### src/hw/rtl/tmap_pkg.sv
// ----------------------------------------------------------------------------
// tmap_pkg - shared types and constants for the touch event to point mapper
// Event codes, register map, payload structs and sequencer states.
// ----------------------------------------------------------------------------
package tmap_pkg;

  // Event types
  localparam logic [15:0] EVT_SYN = 16'h0000;
  localparam logic [15:0] EVT_KEY = 16'h0001;
  localparam logic [15:0] EVT_ABS = 16'h0003;

  // Event codes
  localparam logic [15:0] CODE_TOUCH_BUTTON = 16'h014a;
  localparam logic [15:0] CODE_POS_X        = 16'h0035;
  localparam logic [15:0] CODE_POS_Y        = 16'h0036;
  localparam logic [15:0] CODE_TRACK_ID     = 16'h0039;
  localparam logic [31:0] TRACK_RELEASE     = 32'hffff_ffff;

  // Register map (word index = paddr[4:2])
  localparam int unsigned ADDR_W = 5;
  localparam logic [2:0] REG_LOGICAL_WIDTH  = 3'd0;
  localparam logic [2:0] REG_LOGICAL_HEIGHT = 3'd1;
  localparam logic [2:0] REG_ROTATE_MODE    = 3'd2;
  localparam logic [2:0] REG_RAW_X_MAX      = 3'd3;
  localparam logic [2:0] REG_RAW_Y_MAX      = 3'd4;

  // Register reset values
  localparam logic [12:0] LOGICAL_WIDTH_RST  = 13'd1280;
  localparam logic [12:0] LOGICAL_HEIGHT_RST = 13'd800;
  localparam logic        ROTATE_MODE_RST    = 1'b1;
  localparam logic [15:0] RAW_X_MAX_RST      = 16'd1280;
  localparam logic [15:0] RAW_Y_MAX_RST      = 16'd800;

  localparam logic [12:0] SCREEN_MAX = 13'd4096;

  // Quotient bits resolved by the divider; larger quotients saturate
  localparam int unsigned QUO_W = 13;
  localparam int unsigned MAG_W = 45;   // |pos| (32b) * size (13b)
  localparam int unsigned REM_W = 16 + QUO_W;

  typedef struct packed {
    logic [15:0]        event_type;
    logic [15:0]        event_code;
    logic signed [31:0] event_value;
  } event_t;

  typedef struct packed {
    logic [11:0] point_x;
    logic [11:0] point_y;
    logic        is_pressed;
  } point_t;

  typedef enum logic [2:0] {
    ST_IDLE,
    ST_MUL,
    ST_CHK,
    ST_DIV,
    ST_FIN
  } state_e;

  // Screen size saturated to 1..4096
  function automatic logic [12:0] screen_size(input logic [12:0] v);
    logic [12:0] r;
    if (v == 13'd0) begin
      r = 13'd1;
    end else if (v > SCREEN_MAX) begin
      r = SCREEN_MAX;
    end else begin
      r = v;
    end
    return r;
  endfunction

  // Raw maximum, zero taken as one
  function automatic logic [15:0] raw_max(input logic [15:0] v);
    return (v == 16'd0) ? 16'd1 : v;
  endfunction

endpackage

### src/hw/rtl/touch_event_to_point_mapper.sv
// ----------------------------------------------------------------------------
// touch_event_to_point_mapper - touch controller events to screen points
// Tracks button/position state and scales the raw position on each sync.
// ----------------------------------------------------------------------------
// Events are taken one per transfer. Key and absolute events update the
// touch state in the cycle they are accepted; these and ignored events yield
// no result, so the block is ready again on the next cycle. A sync event
// yields one point and keeps the input stalled until it is done: per axis
// ST_MUL multiplies the magnitude of the raw position by the saturated screen
// size, ST_CHK compares against the divisor shifted by 13 (larger quotients
// saturate and skip the divider, which the clamp makes harmless), ST_DIV runs
// a shared restoring divider one quotient bit at a time, and ST_FIN applies
// sign, flip and clamp. Division truncates toward zero. The point lands in an
// output register, so the block accepts further events while a point waits
// to be taken; a second sync finishing before that only holds in its last
// step. Configuration is a small APB register file (byte addresses
// 0x00..0x10), to be written only when idle; the block does not enforce it.
module touch_event_to_point_mapper (
  input  logic                            clk_i,
  input  logic                            rst_ni,
  // event input
  input  logic                            in_valid_i,
  output logic                            in_stall_o,
  input  tmap_pkg::event_t                in_data_i,
  // point output
  output logic                            out_valid_o,
  input  logic                            out_stall_i,
  output tmap_pkg::point_t                out_data_o,
  // configuration
  input  logic                            psel,
  input  logic                            penable,
  input  logic                            pwrite,
  input  logic [tmap_pkg::ADDR_W-1:0]     paddr,
  input  logic [31:0]                     pwdata,
  output logic [31:0]                     prdata,
  output logic                            pready
);

  // --------------------------------------------------------------------------
  // Configuration registers
  // --------------------------------------------------------------------------
  logic [12:0] lw_q, lh_q;
  logic        rot_q;
  logic [15:0] xm_q, ym_q;
  logic        cfg_wr;
  logic [2:0]  cfg_idx;

  assign pready  = 1'b1;
  assign cfg_wr  = psel & penable & pwrite & pready;
  assign cfg_idx = paddr[4:2];

  always_ff @(posedge clk_i or negedge rst_ni) begin
    if (!rst_ni) begin
      lw_q  <= tmap_pkg::LOGICAL_WIDTH_RST;
      lh_q  <= tmap_pkg::LOGICAL_HEIGHT_RST;
      rot_q <= tmap_pkg::ROTATE_MODE_RST;
      xm_q  <= tmap_pkg::RAW_X_MAX_RST;
      ym_q  <= tmap_pkg::RAW_Y_MAX_RST;
    end else if (cfg_wr) begin
      unique case (cfg_idx)
        tmap_pkg::REG_LOGICAL_WIDTH:  lw_q  <= pwdata[12:0];
        tmap_pkg::REG_LOGICAL_HEIGHT: lh_q  <= pwdata[12:0];
        tmap_pkg::REG_ROTATE_MODE:    rot_q <= pwdata[0];
        tmap_pkg::REG_RAW_X_MAX:      xm_q  <= pwdata[15:0];
        tmap_pkg::REG_RAW_Y_MAX:      ym_q  <= pwdata[15:0];
        default: ;  // unmapped: write ignored
      endcase
    end
  end

  always_comb begin
    unique case (cfg_idx)
      tmap_pkg::REG_LOGICAL_WIDTH:  prdata = {19'd0, lw_q};
      tmap_pkg::REG_LOGICAL_HEIGHT: prdata = {19'd0, lh_q};
      tmap_pkg::REG_ROTATE_MODE:    prdata = {31'd0, rot_q};
      tmap_pkg::REG_RAW_X_MAX:      prdata = {16'd0, xm_q};
      tmap_pkg::REG_RAW_Y_MAX:      prdata = {16'd0, ym_q};
      default:                      prdata = 32'd0;
    endcase
  end

  // --------------------------------------------------------------------------
  // Touch state and sequencer registers
  // --------------------------------------------------------------------------
  tmap_pkg::state_e state_q, state_d;

  logic signed [31:0] raw_x_q, raw_x_d, raw_y_q, raw_y_d;
  logic               pressed_q, pressed_d, has_btn_q, has_btn_d;

  logic                          axis_q, axis_d;       // 0: point_x, 1: point_y
  logic [tmap_pkg::MAG_W-1:0]    mag_q, mag_d;         // |pos| * size
  logic                          neg_q, neg_d;         // product sign
  logic [15:0]                   div_q, div_d;         // divisor
  logic [12:0]                   size_q, size_d;       // saturated screen size
  logic [tmap_pkg::REM_W-1:0]    rem_q, rem_d;
  logic [tmap_pkg::REM_W-1:0]    dsh_q, dsh_d;         // shifted divisor
  logic [tmap_pkg::QUO_W-1:0]    quo_q, quo_d;
  logic [3:0]                    cnt_q, cnt_d;
  logic [11:0]                   res_x_q, res_x_d;

  logic             out_valid_q, out_valid_d;
  tmap_pkg::point_t out_data_q, out_data_d;

  logic in_acc;
  assign in_stall_o  = (state_q != tmap_pkg::ST_IDLE);
  assign in_acc      = in_valid_i & ~in_stall_o;
  assign out_valid_o = out_valid_q;
  assign out_data_o  = out_data_q;

  // Datapath helpers
  logic               sel_y;        // operand from raw Y
  logic signed [31:0] raw_sel;
  logic [31:0]        raw_abs;
  logic [12:0]        size_sel;
  logic               ge;
  logic [12:0]        size_m1;
  logic [11:0]        axis_val;
  logic               flip;

  always_comb begin
    sel_y    = rot_q ^ axis_q;
    raw_sel  = sel_y ? raw_y_q : raw_x_q;
    raw_abs  = raw_sel[31] ? (~raw_sel + 32'd1) : raw_sel;
    size_sel = axis_q ? tmap_pkg::screen_size(lh_q) : tmap_pkg::screen_size(lw_q);
    ge       = (rem_q >= dsh_q);
    size_m1  = size_q - 13'd1;
    flip     = rot_q & ~axis_q;

    // Sign, rotation flip and clamp of the saturated quotient
    if (flip) begin
      // x = size - q
      if (neg_q) begin
        axis_val = size_m1[11:0];
      end else if ({3'd0, quo_q} >= {3'd0, size_q}) begin
        axis_val = 12'd0;
      end else if (quo_q == '0) begin
        axis_val = size_m1[11:0];
      end else begin
        axis_val = 12'(size_q - quo_q);
      end
    end else begin
      if (neg_q) begin
        axis_val = 12'd0;
      end else if (quo_q > size_m1) begin
        axis_val = size_m1[11:0];
      end else begin
        axis_val = quo_q[11:0];
      end
    end
  end

  always_comb begin
    state_d     = state_q;
    raw_x_d     = raw_x_q;
    raw_y_d     = raw_y_q;
    pressed_d   = pressed_q;
    has_btn_d   = has_btn_q;
    axis_d      = axis_q;
    mag_d       = mag_q;
    neg_d       = neg_q;
    div_d       = div_q;
    size_d      = size_q;
    rem_d       = rem_q;
    dsh_d       = dsh_q;
    quo_d       = quo_q;
    cnt_d       = cnt_q;
    res_x_d     = res_x_q;
    out_valid_d = out_valid_q & out_stall_i;
    out_data_d  = out_data_q;

    unique case (state_q)
      tmap_pkg::ST_IDLE: begin
        if (in_acc) begin
          priority if (in_data_i.event_type == tmap_pkg::EVT_KEY) begin
            if (in_data_i.event_code == tmap_pkg::CODE_TOUCH_BUTTON) begin
              has_btn_d = 1'b1;
              pressed_d = (in_data_i.event_value != 32'sd0);
            end
          end else if (in_data_i.event_type == tmap_pkg::EVT_ABS) begin
            priority if (in_data_i.event_code == tmap_pkg::CODE_POS_X) begin
              raw_x_d = in_data_i.event_value;
            end else if (in_data_i.event_code == tmap_pkg::CODE_POS_Y) begin
              raw_y_d = in_data_i.event_value;
            end else if (in_data_i.event_code == tmap_pkg::CODE_TRACK_ID) begin
              if (in_data_i.event_value == tmap_pkg::TRACK_RELEASE) begin
                pressed_d = 1'b0;
              end else if (!has_btn_q) begin
                pressed_d = 1'b1;
              end
            end else begin
              // other absolute codes ignored
            end
          end else if (in_data_i.event_type == tmap_pkg::EVT_SYN) begin
            axis_d  = 1'b0;
            state_d = tmap_pkg::ST_MUL;
          end else begin
            // other event types ignored
          end
        end
      end

      tmap_pkg::ST_MUL: begin
        mag_d   = tmap_pkg::MAG_W'(raw_abs) * tmap_pkg::MAG_W'(size_sel);
        neg_d   = raw_sel[31];
        div_d   = sel_y ? tmap_pkg::raw_max(ym_q) : tmap_pkg::raw_max(xm_q);
        size_d  = size_sel;
        state_d = tmap_pkg::ST_CHK;
      end

      tmap_pkg::ST_CHK: begin
        if (mag_q >= tmap_pkg::MAG_W'({div_q, 13'd0})) begin
          quo_d   = '1;   // saturated, beyond any screen
          state_d = tmap_pkg::ST_FIN;
        end else begin
          rem_d   = mag_q[tmap_pkg::REM_W-1:0];
          dsh_d   = {1'b0, div_q, 12'd0};
          quo_d   = '0;
          cnt_d   = 4'(tmap_pkg::QUO_W - 1);
          state_d = tmap_pkg::ST_DIV;
        end
      end

      tmap_pkg::ST_DIV: begin
        rem_d = ge ? (rem_q - dsh_q) : rem_q;
        quo_d = {quo_q[tmap_pkg::QUO_W-2:0], ge};
        dsh_d = dsh_q >> 1;
        cnt_d = cnt_q - 4'd1;
        if (cnt_q == 4'd0) begin
          state_d = tmap_pkg::ST_FIN;
        end
      end

      tmap_pkg::ST_FIN: begin
        if (!axis_q) begin
          res_x_d = axis_val;
          axis_d  = 1'b1;
          state_d = tmap_pkg::ST_MUL;
        end else if (!out_valid_q || !out_stall_i) begin
          out_valid_d           = 1'b1;
          out_data_d.point_x    = res_x_q;
          out_data_d.point_y    = axis_val;
          out_data_d.is_pressed = pressed_q;
          state_d               = tmap_pkg::ST_IDLE;
        end
      end

      default: state_d = tmap_pkg::ST_IDLE;
    endcase
  end

  always_ff @(posedge clk_i or negedge rst_ni) begin
    if (!rst_ni) begin
      state_q     <= tmap_pkg::ST_IDLE;
      raw_x_q     <= '0;
      raw_y_q     <= '0;
      pressed_q   <= 1'b0;
      has_btn_q   <= 1'b0;
      axis_q      <= 1'b0;
      cnt_q       <= '0;
      out_valid_q <= 1'b0;
    end else begin
      state_q     <= state_d;
      raw_x_q     <= raw_x_d;
      raw_y_q     <= raw_y_d;
      pressed_q   <= pressed_d;
      has_btn_q   <= has_btn_d;
      axis_q      <= axis_d;
      cnt_q       <= cnt_d;
      out_valid_q <= out_valid_d;
    end
  end

  // datapath, no reset
  always_ff @(posedge clk_i) begin
    mag_q      <= mag_d;
    neg_q      <= neg_d;
    div_q      <= div_d;
    size_q     <= size_d;
    rem_q      <= rem_d;
    dsh_q      <= dsh_d;
    quo_q      <= quo_d;
    res_x_q    <= res_x_d;
    out_data_q <= out_data_d;
  end

`ifndef NO_ASSERTIONS
  // Restoring divider keeps the partial remainder below twice the shifted divisor
  a_div_rem_bound: assert property (@(posedge clk_i) disable iff (!rst_ni)
    state_q == tmap_pkg::ST_DIV |-> {1'b0, rem_q} < {dsh_q, 1'b0})
    else $error("divider remainder out of range");

  // A new point appears only from the last step of the Y axis
  a_point_source: assert property (@(posedge clk_i) disable iff (!rst_ni)
    $rose(out_valid_q) |-> $past(state_q == tmap_pkg::ST_FIN && axis_q))
    else $error("point produced outside final step");

  // Non-sync events leave the sequencer idle
  a_no_result: assert property (@(posedge clk_i) disable iff (!rst_ni)
    in_acc && in_data_i.event_type != tmap_pkg::EVT_SYN
      |=> state_q == tmap_pkg::ST_IDLE)
    else $error("non-sync event started a computation");

  // Delivered point lies on the screen
  a_on_screen: assert property (@(posedge clk_i) disable iff (!rst_ni)
    out_valid_q |-> ({1'b0, out_data_q.point_x} < tmap_pkg::screen_size(lw_q)) &&
                    ({1'b0, out_data_q.point_y} < tmap_pkg::screen_size(lh_q)))
    else $error("point outside screen");
`endif

endmodule

### config.mk
export PLATFORM = sky130hd
export DESIGN_NAME = touch_event_to_point_mapper
export DESIGN_NICKNAME = d
export VERILOG_FILES = /design/src/hw/rtl/tmap_pkg.sv /design/src/hw/rtl/touch_event_to_point_mapper.sv
export SDC_FILE = /design/constraint.sdc
export NUM_CORES = 2
export LEC_CHECK = 0
export BUFFER_PORTS_ARGS = -buffer_cell sky130_fd_sc_hd__buf_4
export CAP_MARGIN = 20
export CORE_ASPECT_RATIO = 0.9
export CORE_MARGIN = 2
export CORE_UTILIZATION = 40
export DETAILED_ROUTE_END_ITERATION = 7
export SLEW_MARGIN = 20
export SYNTH_ARGS = -nofsm -noshare
export SYNTH_HDL_FRONTEND = slang
export SYNTH_SLANG_ARGS = --single-unit
### constraint.sdc
create_clock -name clk_i -period 12.47 [get_ports clk_i]
set_input_delay 3.741 -clock clk_i [delete_from_list [all_inputs] [get_ports clk_i]]
set_output_delay 3.741 -clock clk_i [all_outputs]
set_load 0.005 [all_outputs]
==> results.tsv <==
metric	value	unit
TritonCTS Buffers	37	
Clock Latency Late Sink	0.59	ns
Tot GR Track Use	20.13	%
Post-route DRC	0	
vias in the first global route	22110	
final wirelength	76950	µm
Place WS	2.544	ns
placed cell count	4125	
Initial Util	40.33	%
final non-filler cell total	4193	
hold_buf cts	0	
synth top area cells	fa_1, edfxtp_1, dfrtp_1, ha_1, inv_1	
LEAKAGE	15.26	nW
die width	292.9	µm
initial antenna violation count	1	
area of the multi-input gates	18940	µm²
maximum VDD drop	0.07499	mV
Avg WL per Cell	18.35	µm
ANT cells	0	
Mapped Area	30060	µm²
Reg area	8832	µm²
Root Buffer	clkbuf_16	
Syn. warnings	0	
Max Freq	0.1007	GHz
post-layout min period	9.929	ns
GPL Wtd Cong	0.9104	
crit-path leading delay family	adder cells	
library cells used by synthesis	87	
CP max stage cell	ha_4	
number of max-cap violations	0	
hpwl dp	58490	µm
Core ar.	74530	µm²
grt ovf	0	
Hold Violations, Final	0	
Post-synth EDFFs	182	
critical path data arrival time	10.25	ns
global-route wire length before repair	123100	µm
Reg clk slew, reported paths	0.07	ns
Die Ht	264.0	µm
CTS tree	yes	
I/O Buffers	132	
pwr dens	80.98	nW/µm²
Crit Path Max Fanout	47	
post-route setup slack	2.541	ns
Seq/Total Area, Yosys	29.39	%
# rows	95	
Worst EP required	12.79	ns
Final Max Slew Viols	0	
critical path class	flop to flop	
Fillers	7194	
CP Launch Type	flop	
post-synthesis async set-or-reset flop share	42.41	%
clk buf depth	3	
H-tree levels	2	
register bit count reported by yosys	316	
Syn Area/Cell	9.745	µm²
relative slew slack	28.34	%
max incr delay on CP	0.80	ns
Synth area leader	fa_1	
worst hold-check path type	flop to flop	
layout cells sized above 1	13.22	%
post-cts sizing count	0	
area growth from synthesis to layout	11.12	%
Layout Skew	0.02973	ns
I/O pins	168	
cells after synthesis	3084	
final setup TNS	0	ns
Pre-Repair DR Iteration Count	5	
crit share post-route	79.62	%
post-CTS setup buffer count	0	
vias per cell	5.209	
CP bufs+invs	6	
DIE AREA	77350	µm²
DRT antenna net count	0	
drt initial violations	1431	
Synth top area share	22.11	%
via count	21840	
Least-Margin Pin Slew	1.075	ns
status	finished, final reports clean	
pin count of the biggest net entering global routing	79	
Synth Flop Type	edfxtp_1	
Setup violations, final	0	
clock sink count	316	
Crit. End Element	flop	
Final nets	3809	
Pwr Total	2.704	mW
RSZ-0062 raised after global routing	false	
kinds of logic (layout without fill, tap and decap cells):
kind of cell               count (synthesis)  count (layout)  synth area share, %
AOI/OAI and AO/OA                        415             415                8.638
xor gates and xnor gates                 138             138                4.071
adders and majority gates                507             507                29.40
buffers and inverters                    624             748                8.097
DFF                                      316             316                29.39
muxes                                    189             189                6.906
other                                      2              17              0.02499
and+or+nand+nor                          893             893                13.48
layout make-up:
class                      count  share of cell area, %
timing repair buffer         168                  3.788
multi-input combinational   2159                  56.72
inverter                     512                  5.755
tap                          970                  3.634
sequential                   316                  26.45
clock inverter                25                 0.7830
clock buffer                  43                  2.870
cells in the final DEF (no fill, tap or decap), types with 45 or more instances in the layout:
| master | count |
|---|---|
| xor2_1 | 52 |
| nand2_1 | 356 |
| inv_1 | 511 |
| o21ai_0 | 111 |
| fa_1 | 332 |
| mux2i_1 | 45 |
| nor2_1 | 270 |
| edfxtp_1 | 182 |
| dfrtp_1 | 123 |
| buf_4 | 167 |
| ha_1 | 174 |
| a21oi_1 | 109 |
| xnor2_1 | 84 |
| mux2_2 | 141 |
power by group:
group          switching, mW  internal, mW
Clock                  0.482         0.625
Combinational          0.260         0.142
Sequential            0.0464          1.15
cells in the mapped netlist (12+ instances only):
| cell | instances |
|---|---|
| xnor2_1 | 84 |
| nand3_1 | 32 |
| and2_1 | 27 |
| edfxtp_1 | 182 |
| o22ai_1 | 12 |
| nor2_1 | 271 |
| xor2_1 | 52 |
| o21ai_0 | 111 |
| dfrtp_1 | 123 |
| o21a_1 | 14 |
| buf_4 | 18 |
| fa_1 | 332 |
| nor3_1 | 34 |
| inv_1 | 512 |
| nor4_1 | 44 |
| a21o_1 | 43 |
| nand2_1 | 357 |
| a21oi_1 | 111 |
| nand4_1 | 28 |
| nand2b_1 | 16 |
| clkbuf_1 | 74 |
| mux2i_1 | 46 |
| ha_1 | 175 |
| mux2_2 | 141 |
| a31oi_1 | 16 |
| nor2b_1 | 25 |
| a21boi_0 | 14 |
through the flow:
stage | util (%) | hold slack (ns) | area (µm²)
after global placement | 43.16 | 0.4033 | 32160
after global routing | 44.81 | 0.4244 | 33400
after floorplan | - | 0.4003 | 30110
final | 44.81 | 0.4145 | 33400
after detailed placement | 43.16 | 0.4061 | 32160
after CTS | 44.79 | 0.4196 | 33380
state kept, by name, summed over array words and instances (netlist names), 12 cells and up:
signal	cells
ym_q	16
raw_x_q	32
size_q	13
lh_q	13
rem_q	29
out_data_o	25
dsh_q	28
mag_q	45
quo_q	13
raw_y_q	32
xm_q	16
res_x_q	12
lw_q	13
div_q	16
routing by layer:
layer	share of wire [%]	vias to the layer above	track usage (%)
met1	49	10880	30.26
li1	-	10300	-
met3	6.1	77	3.012
met4	1.9	0	4.574
met5	0	-	0
met2	43	584	30.55
path summary, 6_finish.rpt:
path,end,cells after the start,slack (ns),from
min in group asynchronous,raw_y_q[2]$_DFFE_PN0P_,1,3.18,rst_ni
min,out_data_o[22]$_DFFE_PP_,0,0.41,res_x_q[9]$_DFFE_PP_
min reg2reg,out_data_o[22]$_DFFE_PP_,0,0.41,res_x_q[9]$_DFFE_PP_
max,mag_q[38]$_DFFE_PP_,27,2.54,axis_q$_DFFE_PN0P_
max in group asynchronous,xm_q[5]$_DFFE_PN0P_,2,7.94,rst_ni
max reg2reg,mag_q[38]$_DFFE_PP_,27,2.54,axis_q$_DFFE_PN0P_
Power figures use the tool's default switching activity.
